==> src/hdl/mbrtu_pkg.sv <==
// package for the modbus rtu polling master
// holds field widths, phase tables and shared status struct; no dependencies
`default_nettype none
package mbrtu_pkg;
   localparam int FrameBytesDefault = 96;
   localparam logic [7:0] FuncReadInput = 8'h04;
   localparam logic [15:0] CrcPoly = 16'hA001;
   localparam logic [15:0] CrcInit = 16'hFFFF;

   typedef enum logic [2:0] {
      CSR_DEVICE_ADDRESS   = 3'd0,
      CSR_RESPONSE_TIMEOUT = 3'd1,
      CSR_FRAME_GAP        = 3'd2,
      CSR_FLUSH_TIME       = 3'd3,
      CSR_STALE_LIMIT      = 3'd4
   } csr_index_type;

   typedef struct packed {
      logic       kind;
      logic [7:0] tx_byte;
      logic       last;
      logic [1:0] phase;
      logic       frame_ok;
      logic       data_valid;
      logic [15:0] reading_0;
      logic [15:0] reading_1;
      logic [15:0] reading_2;
      logic [15:0] reading_3;
      logic [15:0] reading_4;
   } rsp_type;

   function automatic logic [15:0] phase_start(input logic [1:0] p);
      logic [15:0] r;
      unique case (p)
         2'd0: r = 16'd0;
         2'd1: r = 16'd35;
         2'd2: r = 16'd1000;
         default: r = 16'd55;
      endcase
      return r;
   endfunction

   function automatic logic [15:0] phase_count(input logic [1:0] p);
      logic [15:0] r;
      unique case (p)
         2'd0: r = 16'd11;
         2'd1: r = 16'd7;
         2'd2: r = 16'd25;
         default: r = 16'd3;
      endcase
      return r;
   endfunction
endpackage
`default_nettype wire

==> src/hdl/mbrtu_div10.sv <==
// serial unsigned divide of a 16-bit value by ten, one quotient bit per cycle
// depends on mbrtu_pkg
`default_nettype none
module mbrtu_div10 import mbrtu_pkg::*; (
   input  wire logic        clock,
   input  wire logic        reset,
   input  wire logic        start,
   input  wire logic [15:0] dividend,
   output logic             busy,
   output logic [15:0]      quotient
);
   logic [15:0] q_ff, q_in;
   logic [3:0]  r_ff, r_in;
   logic [4:0]  cnt_ff, cnt_in;
   logic [4:0]  t;

   // restoring division: remainder stays below ten
   always_comb begin
      q_in = q_ff;
      r_in = r_ff;
      cnt_in = cnt_ff;
      t = {r_ff, q_ff[15]};
      if (start) begin
         q_in = dividend;
         r_in = 4'd0;
         cnt_in = 5'd16;
      end else if (cnt_ff != 5'd0) begin
         if (t >= 5'd10) begin
            r_in = 4'(t - 5'd10);
            q_in = {q_ff[14:0], 1'b1};
         end else begin
            r_in = t[3:0];
            q_in = {q_ff[14:0], 1'b0};
         end
         cnt_in = cnt_ff - 5'd1;
      end
   end

   always_ff @(posedge clock) begin
      if (reset) begin
         cnt_ff <= 5'd0;
      end else begin
         cnt_ff <= cnt_in;
      end
      q_ff <= q_in;
      r_ff <= r_in;
   end

   assign busy = (cnt_ff != 5'd0);
   assign quotient = q_ff;
endmodule
`default_nettype wire

==> config.mk <==
export PLATFORM = sky130hd
export DESIGN_NAME = mbrtu_div10
export DESIGN_NICKNAME = d
export VERILOG_FILES = /design/src/hdl/mbrtu_pkg.sv /design/src/hdl/mbrtu_div10.sv
export SDC_FILE = /design/constraint.sdc
export NUM_CORES = 1
export LEC_CHECK = 0
export ABC_AREA = 1
export BUFFER_PORTS_ARGS = -buffer_cell sky130_fd_sc_hd__buf_2
export CORE_MARGIN = 3
export CORE_UTILIZATION = 45
export CTS_CLUSTER_DIAMETER = 30
export CTS_CLUSTER_SIZE = 20
export DETAILED_ROUTE_END_ITERATION = 6
export PLACE_DENSITY_LB_ADDON = 0.25
export SYNTH_ARGS = -nofsm -noshare
export SYNTH_HDL_FRONTEND = slang
export SYNTH_SLANG_ARGS = --single-unit
==> constraint.sdc <==
create_clock -name clock -period 1.55 [get_ports clock]
set_input_delay 0.155 -clock clock [delete_from_list [all_inputs] [get_ports clock]]
set_output_delay 0.155 -clock clock [all_outputs]
set_load 0.005 [all_outputs]
==> results of run 1 <==
## layout make-up
type                            instances  share of cell area (%)
Timing Repair Buffer                   40                    15.7
Tap cell                               28                    2.42
Clock buffer                            3                    1.56
Clock inverter                          1                   0.519
Sequential cell                        25                    45.8
Multi-Input combinational cell         92                    30.4
Inverter                               13                    3.55
## how the worst min path moves through the flow
stage	startpoint	slack [ns]	cells past startpoint	to
after global placement	reset	0.34	2	cnt_ff[4]
after floorplan	reset	0.22	1	cnt_ff[4]
final	dividend[11]	0.09	3	quotient[11]
after CTS	dividend[11]	0.08	3	quotient[11]
after global routing	dividend[11]	0.07	3	quotient[11]
after detailed placement	reset	0.34	2	cnt_ff[4]
## state kept, by name, indices dropped and copies added, names as in the netlist
signal	cells
quotient	16
r_ff	4
cnt_ff	5
## layer usage
| layer | global-route usage (%) | vias up | routed length [µm] |
|---|---|---|---|
| met5 | 0 | - | 0 |
| met1 | 21.0 | 455 | 1070 |
| li1 | - | 509 | - |
| met4 | 5.96 | 0 | 32 |
| met3 | 2.04 | 4 | 89 |
| met2 | 28.2 | 24 | 1270 |
## worst register-to-register path: cells and delay by family (launching register included)
kind	cells	cell delay [ns]
adder cells (fa/ha/maj)	1	0.25
flip-flops	1	0.39
buffers and inverters	3	0.27
AND/OR/NAND/NOR	2	0.21
## per-stage QoR
| stage | instances | util, % | hold WS [ns] |
|---|---|---|---|
| after floorplan | 135 | - | 0.224 |
| after global placement | 196 | 59.2 | 0.339 |
| after detailed placement | 196 | 59.2 | 0.345 |
| after CTS | 202 | 61.3 | 0.0803 |
| after global routing | 202 | 61.3 | 0.0666 |
| final | 202 | 61.3 | 0.0883 |
## what timing repair did
action | 4_1_cts | 5_1_grt
setup endpoints to repair | 1 | 0
setup buffers | 2 | 0
resized for setup | 1 | 0
endpoints found under the hold margin | 1 | 0
hold buffers | 1 | 0
## power groups by stage
stage | Clock [mW] | Combinational, mW | Sequential [mW]
global placement | 0 | 0.495 | 0.952
global route | 0.339 | 0.596 | 0.966
finish | 0.302 | 0.520 | 0.946
floorplan | 0 | 0.318 | 0.953
CTS | 0.312 | 0.528 | 0.946
detailed placement | 0 | 0.512 | 0.957
## synth_stat cells (all sizes together)
master	n
nand2	62
edfxtp	16
inv	13
dfxtp	9
nor2	8
a21oi	6
buf	5
o21ai	5
nand3	4
ha	2
xnor2	2
a31oi	1
nand3b	1
nor3	1
## cells by family after synthesis
group / Yosys count
AOI/OAI and AO/OA: 12
xor gates and xnor gates: 2
adders and majority gates: 2
buffers and inverters: 18
DFF: 25
and+or+nand+nor: 76
==> summary.txt, run 1 <==
Slew HR: 77.9%
Placer Congestion: 0.792
Achievable Freq: 0.710 GHz
Combinational Power Share: 29.4%
pre-CTS WS: 0.140 ns
CP arrival: 1.25 ns
xor/xnor share of the synthesized area: 1.48%
Rows: 17
Total Routing Usage GR: 16.4%
Worst setup endpoint: busy
Int Pwr: 1.19 mW
antenna violations before repair: 0
Worst-path clk slew: 0.15 ns
slowest stage delay, CP: 0.39 ns
clock network power share: 17.1%
FF+latch count, synth: 25
Crit Path Max Fanout: 4
Synth Cell Area: 0.00118 mm²
Routed Antenna Nets: 0
register area: 662 µm²
post-synth top area share: 40.6%
kind of critical path: register to primary output
CP Capture Type: primary output
P_leak: 0.733 nW
share of cells above drive strength 1: 31.6%
H-Tree Depth: 1
crit-path leading delay family: flip-flops
PortBufs: 35
HP Class: input port to register
root buf cell: clkbuf_4
CP startpoint kind: register
CP Data Required Time: 1.39 ns
synthesized area per cell: 8.77 µm²
worst r2r path cells: 6
RSZ-0062 raised after global routing: no
crit-path cells: inv_1, ha_1, nand3b_4, buf_2
Initial Util: 50.1%
Tightest Pin Transition: 0.332 ns
vias: 992
Seq/Total Area, Yosys: 55.8%
Detail Placement HPWL: 1770 µm
r2r startpoint: cnt_ff[0]
r2r setup slk: 0.16 ns
vias in the first global route: 963
Sw Share: 32.6%
total power per unit cell area: 1220 mW/mm²
top cells by area, synth: edfxtp_1 41%, nand2_1 19%, dfxtp_1 15%
drt pass-1 iters: 4
Multi-input gate area: 440 µm²
wire per inst: 12.2 µm
synth-to-layout area growth: 22.2%
fin crit period: 1.41 ns
die area: 0.00328 mm²
Crit. Startpoint: cnt_ff[0]
post-synthesis net count: 156
drt via density: 4.91
I/O pins: 36
synthesized netlist cell count: 135
Num CTS Buffers: 3
Residual DRC: 0
DRT Wirelength: 2460 µm
library cells used by synthesis: 21
n_diodes: 0
Slowest-stage cell, CP: dfxtp_2
CTS tree: yes
total congestion overflow: 0
sw power: 0.576 mW
CP Depth: 4
multiplexer area fraction after synthesis: 0%
combinational family with the most area after synthesis: simple AND/OR/NAND/NOR gates
Final Skew: 0.0112 ns
Design Power: 1.77 mW
simple-gate share of the synthesized area: 26.6%
final-report hold violation count: 0
Reg power frac: 53.5%
fin. max-slew vios: 0
design area: 0.00145 mm²
largest net degree at the start of global routing: 25
Nets: 196
die width: 57.3 µm
CTS sink count: 25
Buf/Inv on CP: 2
core area: 0.00236 mm²
die height: 57.3 µm
Placed Area: 0.00140 mm²
commonest non-fill, non-tap cells in the layout: 60 x nand2_1, 35 x buf_2, 16 x edfxtp_1
DR iter-0 viols: 30
synthesized-area fraction occupied by adder cells: 2.11%
area leader, netlist: edfxtp_1
maxcap violations: 0
clk buf depth: 2
Final Setup Violations: 0
VDD IR-drop max: 782 µV
first-pass GRT wire length: 4220 µm
status: completed
post-synthesis compound-gate area fraction: 6.77%
post-route setup TNS: 0 ns
Syn. warnings: 0
post-route setup slack: 0.142 ns
Final Cycle Share: 90.9%
most common cell after layout, fill and taps aside: nand2_1
fill count: 217
Clock Latency Late Sink: 0.33 ns
reg2reg end: quotient[13]
Power figures use the tool's default switching activity.
==> run 2: changes to the inputs <==
--- a/config.mk
+++ b/config.mk
@@ -7,8 +7,8 @@
 export LEC_CHECK = 0
 export ABC_AREA = 1
 export BUFFER_PORTS_ARGS = -buffer_cell sky130_fd_sc_hd__buf_2
-export CORE_MARGIN = 3
-export CORE_UTILIZATION = 45
+export CORE_MARGIN = 2
+export CORE_UTILIZATION = 50
 export CTS_CLUSTER_DIAMETER = 30
 export CTS_CLUSTER_SIZE = 20
 export DETAILED_ROUTE_END_ITERATION = 6
==> constraint.sdc (replaced) <==
create_clock -name clock -period 1.5 [get_ports clock]
set_input_delay 0.15 -clock clock [delete_from_list [all_inputs] [get_ports clock]]
set_output_delay 0.15 -clock clock [all_outputs]
set_load 0.005 [all_outputs]
==> run 2 against run 1 <==
Design area up 1.2%; sequential power is 2.7% higher; largest power group unchanged; first-iteration DRC count down 40%; critical endpoint unchanged.
==> summary.txt, run 2 (synthesized netlist as in run 1, its figures left out) <==
CP Capture Type: primary output
Slew HR: 79.5% (+1.6 points)
Nets: 195 (-0.51%)
met3 usage: 3.43% (+1.4 points)
Achievable Freq: 0.693 GHz
Largest register FFs: 16 (unchanged)
drt pass-1 iters: 4 (unchanged)
Total Routing Usage GR: 17.7% (+1.3 points)
Post-CTS Setup Bufs: 0 (-2)
fin crit period: 1.44 ns
RSZ-0062 raised after global routing: yes
root buf cell: clkbuf_4
non-filler cells, final: 201 (-0.50%)
drt via density: 4.76 (-3.0%)
Residual DRC: 0 (unchanged)
most common cell after layout, fill and taps aside: nand2_1
Placed Area: 0.00140 mm² (unchanged)
Tightest Pin Transition: 0.308 ns (-0.0236 ns)
H-Tree Depth: 1 (unchanged)
PortBufs: 35 (unchanged)
Final Cycle Share: 96.2%
CP startpoint kind: register
core area: 0.00223 mm² (-5.4%)
Crit Path Max Fanout: 12 (+8)
P_leak: 0.737 nW (+0.57%)
die area: 0.00277 mm² (-16%)
CTS tree: yes
total congestion overflow: 0 (unchanged)
clk buf depth: 2 (unchanged)
Clock Latency Late Sink: 0.31 ns (-0.02 ns)
vias in the first global route: 854 (-11%)
first-pass GRT wire length: 3510 µm (-17%)
post-route setup slack: 0.0570 ns (-0.0848 ns)
die width: 52.7 µm (-8.1%)
largest net degree at the start of global routing: 25 (unchanged)
share of cells above drive strength 1: 33.5% (+1.9 points)
Final Setup Violations: 0 (unchanged)
n_diodes: 0 (unchanged)
clock network power share: 16.0% (-1.1 points)
vias: 957 (-3.5%)
Detail Placement HPWL: 1620 µm (-8.8%)
I/O pins: 36 (unchanged)
Num CTS Buffers: 3 (unchanged)
commonest non-fill, non-tap cells in the layout: 60 x nand2_1, 35 x buf_2, 16 x edfxtp_1
wire per inst: 10.9 µm (-11%)
Rows: 17 (unchanged)
Worst-path clk slew: 0.13 ns (-0.02 ns)
total power per unit cell area: 1240 mW/mm² (+1.4%)
status: completed
met1 usage: 21.0% (-0.042 points)
Initial Util: 53.0% (+2.9 points)
Layout Utilization: 65.5% (+4.3 points)
DR iter-0 viols: 18 (-40%)
Placer Congestion: 0.785 (-0.88%)
HP Class: input port to register
maxcap violations: 0 (unchanged)
CP Data Required Time: 1.35 ns (-0.04 ns)
pre-CTS WS: 0.0987 ns (-0.0412 ns)
# placed instances: 196 (unchanged)
final-report hold violation count: 0 (unchanged)
Int Pwr: 1.24 mW (+4.3%)
Design Power: 1.81 mW (+2.6%)
Final Skew: 0.00488 ns (-0.00632 ns)
VDD IR-drop max: 733 µV (-6.3%)
DRT Wirelength: 2190 µm (-11%)
CP arrival: 1.29 ns (+0.04 ns)
Reg power frac: 53.6% (about the same)
synth-to-layout area growth: 23.7%
Routed Antenna Nets: 0 (unchanged)
sw power: 0.571 mW (-0.81%)
M2 GR Usage: 30.8% (+2.6 points)
Top Usage Layer GRT: met2
Combinational Power Share: 30.4% (+1.0 points)
fin. max-slew vios: 0 (unchanged)
CTS sink count: 25 (unchanged)
Sw Share: 31.5% (-1.1 points)
die height: 52.7 µm (-8.1%)
kind of critical path: register to primary output
design area: 0.00146 mm² (+1.2%)
antenna violations before repair: 0 (unchanged)
## run 2: critical path: stages, from the launching register on
cell and delay, ns:
dfxtp_4 0.39, inv_2 0.07, ha_4 0.16, nand3b_4 0.09
buf_8 0.15, buf_2 0.12
## run 2: power groups by stage
| stage | clock, mW | sequential, mW | combinational [mW] |
|---|---|---|---|
| 3_3_place_gp | 0 | 0.981 | 0.505 |
| 3_5_place_dp | 0 | 0.984 | 0.526 |
| 2_1_floorplan | 0 | 0.985 | 0.329 |
| 5_1_grt | 0.324 | 0.989 | 0.629 |
| 6_report | 0.290 | 0.972 | 0.552 |
| 4_1_cts | 0.302 | 0.971 | 0.547 |
## run 2: area by class of cell
cell class | instances | area (µm²)
Clock buffer | 3 | 22.5
Clock inverter | 1 | 5.00
Fill cell | 211 | 769
Inverter | 13 | 51.3
Multi-Input combinational cell | 92 | 457
Sequential cell | 25 | 666
Tap cell | 28 | 35.0
Timing Repair Buffer | 39 | 228
## run 2: worst paths after layout
path | start | endpoint | slack, ns | cells past startpoint
worst max-delay path | cnt_ff[0] | busy | 0.06 | 5
worst min-delay path | dividend[13] | quotient[13] | 0.1 | 3
worst max register to register | cnt_ff[0] | quotient[2] | 0.24 | 6
worst min register to register | cnt_ff[0] | cnt_ff[0] | 0.47 | 1
## run 2: timing repair
action                                 4_1_cts  5_1_grt
hold buffers                                 1        0
pin swaps                                    0        0
gates resized for setup                      5        4
setup endpoints to repair                    1        2
endpoints found under the hold margin        1        0
## run 2: through the flow
stage	hold slack (ns)	TNS (ns)
floorplan	0.219	0
global placement	0.330	0
detailed placement	0.340	0
CTS	0.0872	0
global route	0.0862	-0.00741
finish	0.0979	0
## run 2: metal layers
| metal | up-vias | share of wire [%] |
|---|---|---|
| met5 | - | 0 |
| li1 | 502 | - |
| met1 | 433 | 44 |
| met3 | 2 | 4.4 |
| met4 | 0 | 0.78 |
| met2 | 20 | 51 |
