$ cat src/hdl/mbrtu_pkg.sv
// package for the modbus rtu polling master
// holds field widths, phase tables and shared status struct; no dependencies
`default_nettype none
package mbrtu_pkg;
   localparam int FrameBytesDefault = 96;
   localparam logic [7:0] FuncReadInput = 8'h04;
   localparam logic [15:0] CrcPoly = 16'hA001;
   localparam logic [15:0] CrcInit = 16'hFFFF;

   typedef enum logic [2:0] {
      CSR_DEVICE_ADDRESS   = 3'd0,
      CSR_RESPONSE_TIMEOUT = 3'd1,
      CSR_FRAME_GAP        = 3'd2,
      CSR_FLUSH_TIME       = 3'd3,
      CSR_STALE_LIMIT      = 3'd4
   } csr_index_type;

   typedef struct packed {
      logic       kind;
      logic [7:0] tx_byte;
      logic       last;
      logic [1:0] phase;
      logic       frame_ok;
      logic       data_valid;
      logic [15:0] reading_0;
      logic [15:0] reading_1;
      logic [15:0] reading_2;
      logic [15:0] reading_3;
      logic [15:0] reading_4;
   } rsp_type;

   function automatic logic [15:0] phase_start(input logic [1:0] p);
      logic [15:0] r;
      unique case (p)
         2'd0: r = 16'd0;
         2'd1: r = 16'd35;
         2'd2: r = 16'd1000;
         default: r = 16'd55;
      endcase
      return r;
   endfunction

   function automatic logic [15:0] phase_count(input logic [1:0] p);
      logic [15:0] r;
      unique case (p)
         2'd0: r = 16'd11;
         2'd1: r = 16'd7;
         2'd2: r = 16'd25;
         default: r = 16'd3;
      endcase
      return r;
   endfunction
endpackage
`default_nettype wire

$ cat src/hdl/mbrtu_crc.sv
// bit-serial crc-16 (modbus form), one bit per cycle
// depends on mbrtu_pkg
`default_nettype none
module mbrtu_crc import mbrtu_pkg::*; (
   input  wire logic        clock,
   input  wire logic        reset,
   input  wire logic        init,
   input  wire logic        load,
   input  wire logic [7:0]  data,
   output logic             busy,
   output logic [15:0]      crc
);
   logic [15:0] crc_ff, crc_in;
   logic [7:0]  sh_ff, sh_in;
   logic [3:0]  cnt_ff, cnt_in;
   logic [15:0] x;

   // one bit of the byte shifted in per cycle
   always_comb begin
      crc_in = crc_ff;
      sh_in  = sh_ff;
      cnt_in = cnt_ff;
      x = crc_ff ^ {15'd0, sh_ff[0]};
      if (init) begin
         crc_in = CrcInit;
         cnt_in = 4'd0;
      end else if (load) begin
         sh_in  = data;
         cnt_in = 4'd8;
      end else if (cnt_ff != 4'd0) begin
         crc_in = x[0] ? ((x >> 1) ^ CrcPoly) : (x >> 1);
         sh_in  = sh_ff >> 1;
         cnt_in = cnt_ff - 4'd1;
      end
   end

   always_ff @(posedge clock) begin
      if (reset) begin
         cnt_ff <= 4'd0;
         crc_ff <= CrcInit;
      end else begin
         cnt_ff <= cnt_in;
         crc_ff <= crc_in;
      end
      sh_ff <= sh_in;
   end

   assign busy = (cnt_ff != 4'd0);
   assign crc  = crc_ff;
endmodule
`default_nettype wire

$ cat config.mk
export PLATFORM = sky130hd
export DESIGN_NAME = mbrtu_crc
export DESIGN_NICKNAME = d
export VERILOG_FILES = /design/src/hdl/mbrtu_pkg.sv /design/src/hdl/mbrtu_crc.sv
export SDC_FILE = /design/constraint.sdc
export NUM_CORES = 1
export LEC_CHECK = 0
export BUFFER_PORTS_ARGS = -buffer_cell sky130_fd_sc_hd__buf_2
export CAP_MARGIN = 20
export CORE_AREA = 2 2 52 54
export DETAILED_ROUTE_END_ITERATION = 8
export DIE_AREA = 0 0 54 56
export PLACE_DENSITY = 0.78
export SYNTH_ARGS = -nofsm -noshare
export SYNTH_HDL_FRONTEND = slang
export SYNTH_SLANG_ARGS = --single-unit
$ cat constraint.sdc
create_clock -name clock -period 5.5 [get_ports clock]
set_input_delay 0.55 -clock clock [delete_from_list [all_inputs] [get_ports clock]]
set_output_delay 0.55 -clock clock [all_outputs]
set_load 0.1 [all_outputs]
==> results of run 1 <==
## worst paths after layout
path / startpoint / end / slack (ps) / depth (start not counted)
setup reg to reg: cnt_ff[0] / cnt_ff[1] / 3470 / 5
hold reg to reg: crc[9] / crc[8] / 510 / 2
hold / removal: data[7] / sh_ff[7] / 510 / 2
setup / recovery: cnt_ff[0] / busy / 2710 / 5
## cells in the mapped netlist, drive strengths merged
cell type	count
dfxtp	20
nor4	1
buf	20
xor2	1
ha	2
or2	1
mux2i	1
edfxtp	8
or4	1
o311ai	2
and2	1
clkbuf	3
a2111oi	1
xnor2	4
a21oi	2
inv	4
o31ai	1
nand3	27
mux2	7
nor3b	1
o21ai	15
nor2	3
nor3	2
## flip-flops by register name, summed over array words and instances (netlist names)
register,count
cnt_ff,4
sh_ff,8
crc,16
## metal layers
metal	vias to the layer above	share of wire [%]	global-route usage, %
met5	-	0	0
met4	0	0.55	3.21
met3	2	6.1	6.18
met2	28	50	27.9
met1	410	43	19.1
li1	461	-	-
## power groups by stage
stage | clock network, mW | logic [mW] | registers (mW)
after global placement | 0 | 0.0717 | 0.230
after detailed placement | 0 | 0.0732 | 0.231
after floorplan | 0 | 0.0660 | 0.230
after CTS | 0.0893 | 0.0733 | 0.226
after global routing | 0.0969 | 0.0798 | 0.227
final | 0.0859 | 0.0730 | 0.226
## cell type report
| class | instances | area (sq um) | share of cell area, % |
|---|---|---|---|
| repair buffers | 28 | 140 | 10.4 |
| multi-input cells | 73 | 484 | 36.0 |
| well taps | 30 | 37.5 | 2.79 |
| clock buffers | 4 | 26.3 | 1.96 |
| flip-flops and latches | 28 | 641 | 47.7 |
| inverters | 4 | 15.0 | 1.12 |
## critical path, cell delays in order, from the launching register on
cell	delay [ps]
dfxtp_1	340
inv_1	110
ha_1	180
nor3b_4	650
inv_2	270
buf_2	370
## stage by stage
stage / std cells / hold slack, ps / setup slack (ps) / utilization (%) / cell area [sq um]
after detailed placement: 163 / 493 / 3090 / 54.2 / 1320
after floorplan: 128 / 469 / 3620 / - / 1290
after global routing: 167 / 482 / 2510 / 55.2 / 1340
final: 167 / 506 / 2710 / 55.2 / 1340
after global placement: 163 / 490 / 3170 / 54.2 / 1320
after CTS: 167 / 489 / 2710 / 55.2 / 1340
## logic make-up after synthesis
| group | share of synthesized area [%] |
|---|---|
| AOI/OAI and AO/OA | 9.69 |
| xor gates and xnor gates | 3.39 |
| adders and majority gates | 1.94 |
| buffers and inverters | 12.9 |
| DFF | 49.6 |
| muxes | 6.88 |
| and+or+nand+nor | 15.6 |
==> summary.md, run 1 <==
| Metric | Value |
|---|---|
| # nets final | 152 |
| Mapped Nets | 142 |
| MaxCap Viol Count | 0 |
| Area grow syn2layout | 4.07% |
| Status | complete, no violations |
| Worst-Skew Late Latency | 320 ps |
| ANT nets after route | 0 |
| GP Congestion | 0.765 |
| Die Y | 56 microns |
| CTS max path bufs | 2 |
| Commonest non-fill, non-tap cell in the layout | buf_2 |
| Total power | 385 uW |
| Crit share post-route | 50.7% |
| Netlist area before placement | 1290 sq um |
| Detail Placement HPWL | 1550 microns |
| Inserted Diodes | 0 |
| CP max FO | 23 |
| WP data required | 4950 ps |
| Full die area | 3020 sq um |
| Leak | 0.486 nW |
| Combinational Power Share | 19.0% |
| Pwr Density | 286 nW/um^2 |
| Starting Density | 53.1% |
| Sw Ratio | 30.1% |
| CTS buffer count | 3 |
| RSZ-0062 raised after global routing | no |
| CTS Hold Buffers Added | 0 |
| Internal Power | 269 uW |
| Endpoints failing setup | 0 |
| Clock transition at the registers of the reported paths | 150 ps |
| DR WL/cell | 13.1 microns |
| Buffer count from post-CTS setup fixing | 0 |
| Sequential area share after synthesis | 49.6% |
| Core area | 2430 sq um |
| Critical path type | flip-flop to output pin |
| CTS tree | yes |
| Dominant cells by area after synthesis | dfxtp_1, edfxtp_1, nand3_1, buf_4, mux2_2 |
| Peak VDD IR | 186 uV |
| Mapped Cells | 128 |
| Clock power share | 22.3% |
| Worst Setup End Kind | output pin |
| Count of pins over their slew limit | 0 |
| Initial antenna violation count | 0 |
| Worst EP arrival | 2240 ps |
| Global route overflow | 0 |
| Total number of vias | 901 |
| Syn. warnings | 0 |
| IO Port Bufs | 28 |
| Clock root buffer | clkbuf_4 |
| Largest net degree at the start of global routing | 32 |
| Worst Clk Skew | 7.85 ps |
| Slew headroom | 34.8% |
| DRC viols | 0 |
| CTS resizes | 0 |
| GRT Resource Usage Total | 16.3% |
| Io pins | 29 |
| Layout cells sized above 1 | 30.7% |
| Global-route wire length before repair | 3750 microns |
| Startpoint types | flip-flop |
| Mean Syn Cell Area | 10.1 sq um |
| Number of hold violations in the final report | 0 |
| Worst hold path class | input port to flip-flop |
| P_sw | 116 uW |
| Number of synthesized register bits | 28 |
| First-pass detailed-route iteration total | 4 |
| Vias per inst | 5.40 |
| Total Neg Setup Slack | 0 ps |
| Fmax | 0.358 GHz |
| Share of the synthesized area in the top cell type | 31.0% |
| Die width | 54 microns |
| Least-Margin Pin Slew | 975 ps |
| H-tree depth | 1 |
| Distinct cells, synth | 25 |
| Post-Route WL | 2200 microns |
| # fillers | 233 |
| Seq pwr share | 58.7% |
| Most frequent cells in the layout | buf_2, nand3_1, dfxtp_1, o21ai_0, edfxtp_1 |
| Clock Sinks | 28 |
| Number of global-route vias before repair | 880 |
| Tmin final | 2790 ps |
| Synth area leader | dfxtp_1 |
| Number of DRC markers in iteration 0 | 29 |
| Rows | 18 |
Power figures use the tool's default switching activity.
==> run 2: changes to the inputs <==
Settings changed: CORE_AREA 2 2 52 54 to 2 2 56 58, DIE_AREA 0 0 54 56 to 0 0 58 60, PLACE_DENSITY 0.78 to 0.71.
Clock period 5.5 ns to 2.3 ns, I/O delays scaled along.
==> run 2 against run 1 <==
  * Cell area grew 2.7%
  * Clock power grew to 2.9 times the previous value
  * Sequential power up 140%
  * Flip-flop and latch count unchanged
  * Critical path depth did not move
  * Critical path type unchanged
  * Highest routed layer unchanged
==> summary.md, run 2 (synthesis results as in run 1) <==
| Metric | Value |
|---|---|
| Status | complete, no violations |
| Vias per inst | 5.51 |
| Worst Setup End Kind | output pin |
| Area grow syn2layout | 6.88% |
| Worst EP arrival | 1870 ps |
| ANT nets after route | 0 |
| Sw Ratio | 30.1% |
| Gr busiest metal | met2 |
| Full die area | 3480 sq um |
| Reg area | 641 sq um |
| Core area | 2900 sq um |
| Leak | 0.507 nW |
| Crit share post-route | 91.2% |
| CTS tree | yes |
| Global route overflow | 0 |
| Slew headroom | 35.2% |
| Inserted Diodes | 0 |
| Post-layout instance area | 1380 sq um |
| Initial antenna violation count | 0 |
| H-tree depth | 1 |
| Routing usage on met2 | 22.9% |
| Post-placement cell area | 1340 sq um |
| CTS buffer count | 3 |
| Number of DRC markers in iteration 0 | 43 |
| Post-Route WL | 2260 microns |
| Worst Clk Skew | 5.05 ps |
| Number of global-route vias before repair | 853 |
| Pwr Density | 703 nW/um^2 |
| CTS resizes | 0 |
| Placed insts | 169 |
| GRT Resource Usage Total | 14.0% |
| Total Neg Setup Slack | 0 ps |
| Count of pins over their slew limit | 0 |
| Largest net degree at the start of global routing | 31 |
| Hold slack | 153 ps |
| First-pass detailed-route iteration total | 7 |
| Total number of vias | 953 |
| Rows | 20 |
| Combinational Power Share | 18.8% |
| CTS max path bufs | 2 |
| WP data required | 2070 ps |
| Starting Density | 44.5% |
| Io pins | 29 |
| Die width | 58 microns |
| Tmin final | 2100 ps |
| Die Y | 60 microns |
| Clock Sinks | 28 |
| Fin cells | 173 |
| Largest register FFs | 16 |
| # fillers | 291 |
| Startpoint types | flip-flop |
| GP Congestion | 0.662 |
| Buffer count from post-CTS setup fixing | 0 |
| Layout cells sized above 1 | 32.9% |
| P_sw | 292 uW |
| Worst hold path class | input port to flip-flop |
| Met3 usage | 1.95% |
| CTS Hold Buffers Added | 0 |
| DR WL/cell | 13.1 microns |
| Seq pwr share | 55.7% |
| CP max FO | 16 |
| Endpoints failing setup | 0 |
| Most frequent cells in the layout | buf_2, nand3_1, dfxtp_1, o21ai_0, edfxtp_1 |
| Clock transition at the registers of the reported paths | 150 ps |
| Met1 usage | 18.1% |
| Peak VDD IR | 359 uV |
| RSZ-0062 raised after global routing | no |
| Internal Power | 678 uW |
| Fmax | 0.477 GHz |
| Least-Margin Pin Slew | 969 ps |
| Clock root buffer | clkbuf_4 |
| Clock power share | 25.5% |
| Area occupied by multi-input gates | 484 sq um |
| # nets final | 155 |
| Global-route wire length before repair | 3770 microns |
| Number of hold violations in the final report | 0 |
| Critical path type | flip-flop to output pin |
| Worst-Skew Late Latency | 340 ps |
| Detail Placement HPWL | 1550 microns |
| DRC viols | 0 |
| Commonest non-fill, non-tap cell in the layout | buf_2 |
| MaxCap Viol Count | 0 |
| IO Port Bufs | 28 |
## run 2: cell types whose count changed in the layout (fill, tap and decap cells not counted), sizes merged
cell,delta
buf,+3
## run 2: final timing paths
path	depth (start not counted)	start	slack, ps	endpoint
max	5	cnt_ff[1]	200	busy
min	2	data[7]	150	sh_ff[7]
max reg2reg	6	cnt_ff[1]	660	crc[0]
min reg2reg	2	crc[8]	500	crc[7]
## run 2: cell type report
type | instances | area share (%)
Sequential cell | 28 | 46.4
Multi-Input combinational cell | 73 | 35.1
Timing Repair Buffer | 31 | 11.8
Tap cell | 33 | 2.99
Clock buffer | 4 | 2.63
Inverter | 4 | 1.09
## run 2: worst max-delay path: stages, from the launching register on
cell	delay, ps
dfxtp_1	390
inv_1	80
ha_1	200
nor3b_4	160
inv_2	210
buf_2	480
## run 2: power groups by stage
stage | registers, mW | logic [mW] | clock network (mW)
after floorplan | 0.550 | 0.158 | 0
after global placement | 0.551 | 0.177 | 0
after detailed placement | 0.551 | 0.181 | 0
after CTS | 0.540 | 0.182 | 0.249
after global routing | 0.542 | 0.198 | 0.265
final | 0.540 | 0.182 | 0.247
## run 2: per-layer routing
layer  vias to the layer above  wire (microns)
met5                         -               0
met4                         0              54
met3                         7             104
met2                        34            1090
met1                       448            1020
li1                        464               -
## run 2: metrics by stage
| step | power (mW) | utilization, % | setup slack (ps) |
|---|---|---|---|
| floorplan | 0.708 | - | 561 |
| global placement | 0.727 | 46.3 | 675 |
| detailed placement | 0.732 | 46.3 | 613 |
| CTS | 0.971 | 47.5 | 222 |
| global route | 1.01 | 47.5 | 129 |
| finish | 0.970 | 47.5 | 201 |
==> run 3: changes to the inputs <==
Settings changed: CELL_PAD_IN_SITES_DETAIL_PLACEMENT set to 0, CELL_PAD_IN_SITES_GLOBAL_PLACEMENT set to 1, CORE_AREA 2 2 56 58 to 2 2 63 65, CTS_BUF_LIST set to sky130_fd_sc_hd__clkbuf_8 sky130_fd_sc_hd__clkbuf_16, DIE_AREA 0 0 58 60 to 0 0 65 67, HOLD_SLACK_MARGIN set to 0.12, PLACE_DENSITY 0.71 to not set, PLACE_DENSITY_LB_ADDON set to 0.1.
==> run 3 against run 2 <==
  * Fmax is 4.2% higher
  * Global-route usage is 2.4 points lower
  * Combinational power is 2% higher
  * Non-clock buffer count is 1 higher
  * Largest cell class unchanged
  * Final cell count is 9.2% higher
  * Critical path depth stayed put
  * Clock skew is 3.3 ps lower
  * Highest routed layer unchanged
  * Setup slack better by 85 ps
  * Clock power is 8.5% higher
==> summary.md, run 3 (synthesis results as in run 1) <==
| Metric | Value |
|---|---|
| Global route overflow | 0 |
| CP max FO | 16 |
| Rows | 22 |
| Detail Placement HPWL | 1640 microns |
| Die Y | 67 microns |
| # nets final | 156 |
| IO Port Bufs | 28 |
| ANT nets after route | 0 |
| Fmax | 0.497 GHz |
| RSZ-0062 raised after global routing | no |
| GP Congestion | 0.701 |
| Tmin final | 2010 ps |
| Worst-Skew Late Latency | 270 ps |
| Clock transition at the registers of the reported paths | 90 ps |
| Worst EP arrival | 1780 ps |
| # fillers | 371 |
| Crit share post-route | 87.5% |
| Pwr Density | 702 nW/um^2 |
| P_sw | 292 uW |
| Peak VDD IR | 216 uV |
| Area grow syn2layout | 9.59% |
| Internal Power | 701 uW |
| CTS resizes | 0 |
| Status | complete, no violations |
| Die width | 65 microns |
| Slew headroom | 65.0% |
| Setup slack, reg-to-reg | 670 ps |
| First-pass detailed-route iteration total | 4 |
| WP data required | 2070 ps |
| Count of pins over their slew limit | 0 |
| Post-placement cell area | 1370 sq um |
| Clock power share | 27.0% |
| Seq pwr share | 54.3% |
| Starting Density | 35.8% |
| Total number of vias | 935 |
| Post-layout instance area | 1420 sq um |
| Layout cells sized above 1 | 32.6% |
| Least-Margin Pin Slew | 524 ps |
| Buffer count from post-CTS setup fixing | 0 |
| Area occupied by multi-input gates | 484 sq um |
| Reg area | 641 sq um |
| Critical path type | flip-flop to output pin |
| H-tree depth | 1 |
| Commonest non-fill, non-tap cell in the layout | buf_2 |
| Clock Sinks | 28 |
| Post-layout util | 39.2% |
| Number of DRC markers in iteration 0 | 46 |
| Io pins | 29 |
| Largest register FFs | 16 |
| Endpoints failing setup | 0 |
| CTS Hold Buffers Added | 0 |
| Total Neg Setup Slack | 0 ps |
| GRT Resource Usage Total | 11.6% |
| Worst Clk Skew | 1.71 ps |
| Core area | 3610 sq um |
| Total power | 993 uW |
| CTS max path bufs | 2 |
| Clock root buffer | clkbuf_8 |
| Initial antenna violation count | 0 |
| CTS tree | yes |
| Hold slack | 242 ps |
| Worst Setup End Kind | output pin |
| MaxCap Viol Count | 0 |
| Worst hold path class | input port to flip-flop |
| Number of global-route vias before repair | 814 |
| Largest net degree at the start of global routing | 32 |
| Inserted Diodes | 0 |
| DRC viols | 0 |
| DR WL/cell | 12.9 microns |
| Startpoint types | flip-flop |
| Global-route wire length before repair | 3880 microns |
| Leak | 0.518 nW |
| Combinational Power Share | 18.7% |
| Most frequent cells in the layout | buf_2, nand3_1, dfxtp_1, o21ai_0, edfxtp_1 |
| CTS buffer count | 3 |
| Post-Route WL | 2430 microns |
| Vias per inst | 4.95 |
| Sw Ratio | 29.4% |
| Number of hold violations in the final report | 0 |
| Full die area | 4360 sq um |
-- run 3: path summary, 6_finish.rpt --
kind | depth (start not counted) | to | start
max | 5 | busy | cnt_ff[0]
max reg2reg | 6 | sh_ff[0] | cnt_ff[0]
min | 2 | sh_ff[7] | data[7]
min reg2reg | 2 | crc[5] | crc[6]
-- run 3: cell type report --
cell class              instances  area share, %
multi-input cells              73           34.2
inverters                       4           1.06
well taps                      48           4.24
clock inverters                 1          0.265
flip-flops and latches         28           45.3
repair buffers                 32           12.0
clock buffers                   3           2.92
-- run 3: critical path: stages, from the launching register on --
cell	delay [ps]
dfxtp_1	350
inv_1	80
ha_1	220
nor3b_4	160
inv_2	220
buf_2	490
-- run 3: per-layer routing --
layer | vias to the layer above | track usage (%) | routed length, microns
met5 | - | 0 | 0
met4 | 0 | 4.79 | 34
met3 | 4 | 2.87 | 145
met2 | 30 | 17.8 | 1070
met1 | 434 | 15.6 | 1180
li1 | 467 | - | -
-- run 3: stage by stage --
| stage | std cells | setup WS [ps] |
|---|---|---|
| 2_1_floorplan | 128 | 561 |
| 3_3_place_gp | 185 | 616 |
| 3_5_place_dp | 185 | 585 |
| 4_1_cts | 189 | 276 |
| 5_1_grt | 189 | 190 |
| 6_report | 189 | 286 |
-- run 3: power groups by stage --
stage | Clock, mW | Sequential, mW | Combinational, mW
finish | 0.268 | 0.539 | 0.186
global route | 0.300 | 0.542 | 0.200
detailed placement | 0 | 0.551 | 0.187
CTS | 0.280 | 0.540 | 0.187
global placement | 0 | 0.551 | 0.186
floorplan | 0 | 0.550 | 0.158
